==> src/hw/rtl/connection_table_lookup_unit_assert.svh <==
// ----------------------------------------------------------------------------
// connection table lookup: assertion macros
// shorthand for clocked implication checks with reset disable
// ----------------------------------------------------------------------------
`ifndef CONNECTION_TABLE_LOOKUP_UNIT_ASSERT_SVH
`define CONNECTION_TABLE_LOOKUP_UNIT_ASSERT_SVH

// same-cycle implication
`define CTL_ASSERT_IMP(lbl, ante, cons) \
	lbl: assert property (@(posedge clk) disable iff (!arst_n) (ante) |-> (cons)) \
		else $error("connection table check failed");

// next-cycle implication
`define CTL_ASSERT_NEXT(lbl, ante, cons) \
	lbl: assert property (@(posedge clk) disable iff (!arst_n) (ante) |=> (cons)) \
		else $error("connection table check failed");

`endif

==> src/hw/rtl/ctl_pkg.sv <==
// ----------------------------------------------------------------------------
// ctl_pkg
// shared constants, codes and types of the connection table lookup unit
// ----------------------------------------------------------------------------
package ctl_pkg;

	// table geometry, line count is a power of two
	localparam int TABLE_LINES = 256;
	localparam int TABLE_WAYS  = 4;
	localparam int LINE_W      = $clog2(TABLE_LINES);
	localparam int WAY_W       = (TABLE_WAYS > 1) ? $clog2(TABLE_WAYS) : 1;
	localparam int SLOT_COUNT  = TABLE_LINES * TABLE_WAYS;
	localparam int SLOT_W      = $clog2(SLOT_COUNT);

	// field widths
	localparam int TUPLE_W    = 64;
	localparam int HASH_W     = 32;
	localparam int CMD_W      = 2;
	localparam int STATUS_W   = 2;
	localparam int LINE_OUT_W = 8;
	localparam int WAY_OUT_W  = 2;

	// fnv-1 constants
	localparam logic [HASH_W-1:0] FNV_BASIS  = 32'h811c9dc5;
	localparam logic [HASH_W-1:0] FNV_PRIME  = 32'h01000193;
	localparam int                FNV_ROUNDS = TUPLE_W / 8;

	// command codes
	localparam logic [CMD_W-1:0] CMD_LOOKUP  = 2'd0;
	localparam logic [CMD_W-1:0] CMD_ALLOC   = 2'd1;
	localparam logic [CMD_W-1:0] CMD_RELEASE = 2'd2;

	// status codes
	localparam logic [STATUS_W-1:0] STAT_HIT  = 2'd0;
	localparam logic [STATUS_W-1:0] STAT_MISS = 2'd1;
	localparam logic [STATUS_W-1:0] STAT_FULL = 2'd2;

	// hash unit response
	typedef struct packed {
		logic              done;
		logic [HASH_W-1:0] hash;
	} ctl_fnv_rsp_t;

endpackage

==> src/hw/rtl/ctl_fnv_unit.sv <==
// ----------------------------------------------------------------------------
// ctl_fnv_unit
// iterative fnv-1 hash of a 64-bit tuple, one byte per cycle, msb first
// ----------------------------------------------------------------------------
module ctl_fnv_unit import ctl_pkg::*; (
	input  logic               clk,
	input  logic               arst_n,
	input  logic               start,
	input  logic [TUPLE_W-1:0] key,
	output ctl_fnv_rsp_t       rsp
);

	localparam int CNT_W = $clog2(FNV_ROUNDS);

	logic               busy_q;
	logic               done_q;
	logic [CNT_W-1:0]   cnt_q;
	logic [HASH_W-1:0]  hash_q;
	logic [TUPLE_W-1:0] shift_q;
	logic [HASH_W-1:0]  product;

	// shared multiplier, low half only
	assign product = hash_q * FNV_PRIME;

	// round sequencing
	always_ff @(posedge clk or negedge arst_n) begin
		if (!arst_n) begin
			busy_q <= 1'b0;
			done_q <= 1'b0;
			cnt_q  <= '0;
		end else begin
			done_q <= 1'b0;
			if (start) begin
				busy_q <= 1'b1;
				cnt_q  <= '0;
			end else if (busy_q) begin
				cnt_q <= cnt_q + CNT_W'(1);
				if (cnt_q == CNT_W'(FNV_ROUNDS - 1)) begin
					busy_q <= 1'b0;
					done_q <= 1'b1;
				end
			end
		end
	end

	// hash state and byte shifter
	always_ff @(posedge clk) begin
		if (start) begin
			hash_q  <= FNV_BASIS;
			shift_q <= key;
		end else if (busy_q) begin
			hash_q  <= product ^ {{(HASH_W-8){1'b0}}, shift_q[TUPLE_W-1 -: 8]};
			shift_q <= shift_q << 8;
		end
	end

	assign rsp.done = done_q;
	assign rsp.hash = hash_q;

endmodule

==> config.mk <==
export PLATFORM = sky130hd
export DESIGN_NAME = ctl_fnv_unit
export DESIGN_NICKNAME = d
export VERILOG_FILES = /design/src/hw/rtl/connection_table_lookup_unit_assert.svh /design/src/hw/rtl/ctl_pkg.sv /design/src/hw/rtl/ctl_fnv_unit.sv
export SDC_FILE = /design/constraint.sdc
export NUM_CORES = 1
export LEC_CHECK = 0
export CORE_ASPECT_RATIO = 1.25
export CORE_MARGIN = 2
export CORE_UTILIZATION = 44
export CTS_CLUSTER_SIZE = 28
export DETAILED_ROUTE_END_ITERATION = 8
export DONT_BUFFER_PORTS = 1
export GPL_TIMING_DRIVEN = 0
export MAX_ROUTING_LAYER = met4
export SLEW_MARGIN = 30
export SYNTH_ARGS = -nofsm -noshare
export SYNTH_HDL_FRONTEND = slang
export SYNTH_SLANG_ARGS = --single-unit
==> constraint.sdc <==
create_clock -name clk -period 10.5 [get_ports clk]
set_clock_uncertainty 0.15 [all_clocks]
set_input_delay 1.05 -clock clk [delete_from_list [all_inputs] [get_ports clk]]
set_output_delay 1.05 -clock clk [all_outputs]
set_load 0.01 [all_outputs]
==> After elaboration in Yosys (flattened, before gate mapping) <==
Cells that the tools add are included.
{ "op_classes": {"mul": 1, "n_mux": 10, "addsub": 1, "n_bitwise": 1, "n_eq_ne": 1, "n_reduce_logical": 1} }
{ "ops": {"columns": ["operator", "count"], "rows": [
  ["64-bit 2-to-1 mux", 2],
  ["32-bit by 25-bit multiplier with 32-bit output, second input constant", 1],
  ["32-bit by 8-bit bitwise XOR with 32-bit output", 1],
  ["1-bit 2-to-1 mux", 6],
  ["3-bit 2-to-1 mux", 2],
  ["3-bit by 1-bit adder with 3-bit output, second input constant", 1],
  ["3-bit == test, second input constant", 1],
  ["2-bit nonzero test", 1]
]} }
{ "word_totals": {"word_cells": 20, "register_bits": 101} }

==> Logic depth before layout (Yosys ltp) <==
{ "logic_depth": {"depth_word": 4, "mapped_depth": 22, "depth_no_buf": 22} }

==> Least setup slack after synthesis <==
No wires, ideal clock.
{ "synth_timing": {"path_kind": "register to register", "startpoint": "register hash_q[10]", "endpoint": "register hash_q[31]", "path_slack_ns": 5.203, "period_less_slack_ns": 5.297, "arrival_ns": 5.028, "path_stages_with_launch": 21, "setup_time_ns": 0.120, "path_buffers": 1, "path_cell_list": "dfxtp_1 > ha_1 > ha_1 > inv_1 > fa_1 > inv_1 > ha_1 > fa_1 > ha_1 > inv_1 > fa_1 > inv_1 > ha_1 > buf_6 > a21o_1 > a31o_2 > or2_1 > o41ai_4 > o31ai_2 > a31o_1 > a211o_1"} }
{ "synth_between": {"elab_chain_cells": 2} }
{ "synth_lines": {"columns": ["element", "line", "rtl"], "rows": [
  ["start, declared", "ctl_fnv_unit.sv:18", "logic [HASH_W-1:0] hash_q;"],
  ["start signal, assigned", "ctl_fnv_unit.sv:52", "hash_q <= product ^ {{(HASH_W-8){1'b0}}, shift_q[TUPLE_W-1 -: 8]};"],
  ["32-bit by 25-bit multiplier with 32-bit output", "ctl_fnv_unit.sv:23", "assign product = hash_q * FNV_PRIME;"],
  ["32-bit by 8-bit bitwise XOR with 32-bit output", "ctl_fnv_unit.sv:52", null]
]} }
Every way passes these cells.
A chain may end at the register's enable or synchronous reset.

==> Worst setup path after layout <==
{ "layout_timing": {"startpoint": "register hash_q[14]", "endpoint": "register hash_q[31]"} }
The elaborated chain is that of the path after synthesis.

==> results.py <==
metrics = {
    "setup_path": {
        "worstSetupEndpointType": "flip-flop",
        "worstSetupPathType": "reg2reg",
        "critPathLaunchType": "flip-flop",
        "cp.required_ns": 10.59,
        "cp_slowest_cell": "dfxtp_1",
        "r2r_end": "hash_q[31]$_SDFFE_PP1P_",
        "path_max_fanout": 7,
        "cp_num_buf_inv": 6,
        "crit_arrival_ns": 6.15,
        "critPathMaxStageDelay_ns": 0.70,
        "path_cells": "ha_1, ha_1, inv_1, fa_1, inv_1, ha_1, inv_1, fa_1, inv_1, ha_1, inv_1, fa_1, inv_1, ha_1, a21oi_1, o21ai_0, or2_1, o41ai_4, o31ai_2, a31o_1, a211o_1",
        "crit_top_cell": "inv_1",
        "r2r_start": "hash_q[14]$_SDFFE_PP0P_",
        "critPathTopFamily": "adder cells",
        "r2r_slack_ns": 4.44,
        "rr_worst_depth": 21,
    },
    "synthesis": {
        "synth_area_leaders": "ha_1, edfxtp_1, fa_1, dfxtp_1, mux2_2",
        "syn-num-nets": 1202,
        "synth.top_cells.by_count": "ha_1, inv_1, fa_1, edfxtp_1, mux2_2",
        "async_flop_share_pct": 4.950,
        "synth_cells": 873,
        "avgSynthCellArea_um2": 11.00,
        "synth-main-ff-cell": "edfxtp_1",
        "netlist.area_leader.share_pct": 24.49,
        "yosysSeqAreaShare_pct": 27.98,
        "synth_cell_type_count": 58,
        "yosysWarnings": 0,
        "synth_edf_count": 64,
        "synth_area_leader_cell": "ha_1",
        "yosys_register_bits": 101,
        "synth.most_common_cell": "ha_1",
        "synth_area_um2": 9605,
    },
    "detailed_routing": {
        "drc_errors": 0,
        "wl_per_cell_um": 17.97,
        "drt_iter0_drc": 211,
        "drt-total-wl_mm": 21.10,
        "vias": 6050,
        "via_per_inst": 5.153,
        "first_pass_iters": 4,
        "drtAntennaViolNets": 0,
    },
    "timing": {
        "setup_violations": 0,
        "rsz0062_at_grt": "false",
        "period_minus_slack_ns": 6.062,
        "worst_slack_ns": 4.438,
        "fmax_mhz": 165.0,
        "final.setup.tns_ns": 0,
        "slew_headroom_pct": 46.66,
        "worstMarginPinSlew_ns": 0.8000,
        "hold_violations": 0,
        "fin_crit_sh_pct": 57.73,
        "slew_violations": 0,
    },
    "die": {
        "num_rows": 60,
        "fp.dieW_um": 136.2,
        "fp.dieH_um": 169.2,
        "die_area_um2": 23040,
        "start_util_pct": 44.74,
        "coreArea_um2": 21470,
        "io-pin-count": 100,
    },
    "global_route": {
        "antenna_found_initial": 5,
        "grt_max_degree": 44,
        "grt_pass1_vias": 6500,
        "grt_overflow": 0,
        "grt_pass1_wl_mm": 34.15,
        "grtUsageTotal_pct": 20.11,
    },
    "place": {
        "hpwl_mm": 17.07,
        "io_buffers": 0,
        "globalplace.congestion": 0.8146,
        "dp_slack_ns": 4.428,
    },
    "clocking": {
        "cts_resized": 0,
        "post-cts-setup-buffers": 0,
        "cts_tree": "done",
        "clock_sinks": 101,
        "clk_pin_slew_ns": 0.07,
        "tritoncts.num_buffers": 9,
        "clk_path_buf_depth": 2,
        "cts_root_buffer": "clkbuf_16",
        "clkLatencyLatePin_ns": 0.34,
        "htree_levels": 3,
        "hold_buffers": 0,
    },
    "min_path": {
        "hold_class": "in2async",
    },
    "final_layout": {
        "nNetsFinal": 1214,
        "drive_gt1_share_pct": 10.45,
        "syn_to_final_growth_pct": 7.268,
    },
    "flow_run": {
        "drv_cap": 0,
    },
    "outcome": {
        "status": "completed",
    },
}
[registers in the layout, summed over array words and instances (netlist names)]
signal,flops
cnt_q,3
hash_q,32
shift_q,64
busy_q,1
done_q,1
[per-layer routing]
layer / vias up / wire length [um] / GRT usage [%]
met4: 0 / 535 / 6.159
met5: - / 0 / -
li1: 2985 / - / -
met1: 2926 / 8749 / 23.53
met3: 26 / 1088 / 3.913
met2: 113 / 10730 / 34.80
[cell usage in the layout (no fill, tap or decap), types with 2 or more instances in the layout]
cell         n
ha_1       188
inv_1      166
fa_1        74
edfxtp_1    64
mux2_2      56
nor2_1      39
xnor2_1     33
dfxtp_1     32
a21oi_1     30
nand2_1     26
o21ai_0     17
clkbuf_1    15
a21o_1      14
and2_1      11
xor2_1      11
mux2i_1      9
clkbuf_16    9
a31oi_1      6
or2_2        6
diode_2      5
nand3_1      5
a211oi_1     5
dfrtp_1      5
and3_1       4
a211o_1      4
o21a_1       4
a41oi_1      3
nor3_1       3
o21ai_1      3
buf_1        2
buf_6        2
o211ai_1     2
nand4_1      2
a221o_1      2
a22oi_1      2
o21bai_1     2
nand2b_1     2
buf_4        2
bufinv_16    2
[kinds of logic after synthesis]
kind of cell / Yosys count / share of synthesized area (%)
multiplexers: 65 / 7.503
AO/OA/AOI/OAI: 105 / 7.555
adder cells (fa/ha/maj): 262 / 39.91
flip-flops: 101 / 27.98
XOR/XNOR: 44 / 4.012
buffers and inverters: 187 / 7.542
AND/OR/NAND/NOR: 109 / 5.497
[worst max path at each step]
stage               slack [ns]  cells after the start                     from                 endpoint
floorplan                 5.20                     20  hash_q[10]$_SDFFE_PP1P_  hash_q[31]$_SDFFE_PP1P_
global placement          4.45                     22  hash_q[14]$_SDFFE_PP0P_  hash_q[29]$_SDFFE_PP0P_
detailed placement        4.43                     21  hash_q[13]$_SDFFE_PP0P_  hash_q[31]$_SDFFE_PP1P_
CTS                       4.39                     21  hash_q[13]$_SDFFE_PP0P_  hash_q[31]$_SDFFE_PP1P_
global route              4.12                     21  hash_q[13]$_SDFFE_PP0P_  hash_q[31]$_SDFFE_PP1P_
finish                    4.44                     21  hash_q[14]$_SDFFE_PP0P_  hash_q[31]$_SDFFE_PP1P_
[cell type report]
type	instances	area (um^2)
multi-input cells	585	6193
well taps	279	349.1
plain buffers	20	97.59
diodes	5	12.51
repair buffers	1	20.02
clock inverters	6	85.08
clock buffers	10	229.0
flip-flops and latches	101	2688
inverters	167	629.4
fillers	2075	11170
[stage by stage]
step                area (um^2)  utilization [%]  cells  hold WS (ns)
detailed placement         9977            46.47   1153        0.3783
global placement           9955            46.36   1152        0.3590
global route              10300            47.99   1174        0.2304
floorplan                  9605                -    873        0.3406
finish                    10300            47.99   1174        0.2428
CTS                       10290            47.93   1169        0.2314
Power is not shown: default switching activity piles up to over one toggle a cycle in this logic, so the estimate is an artifact.
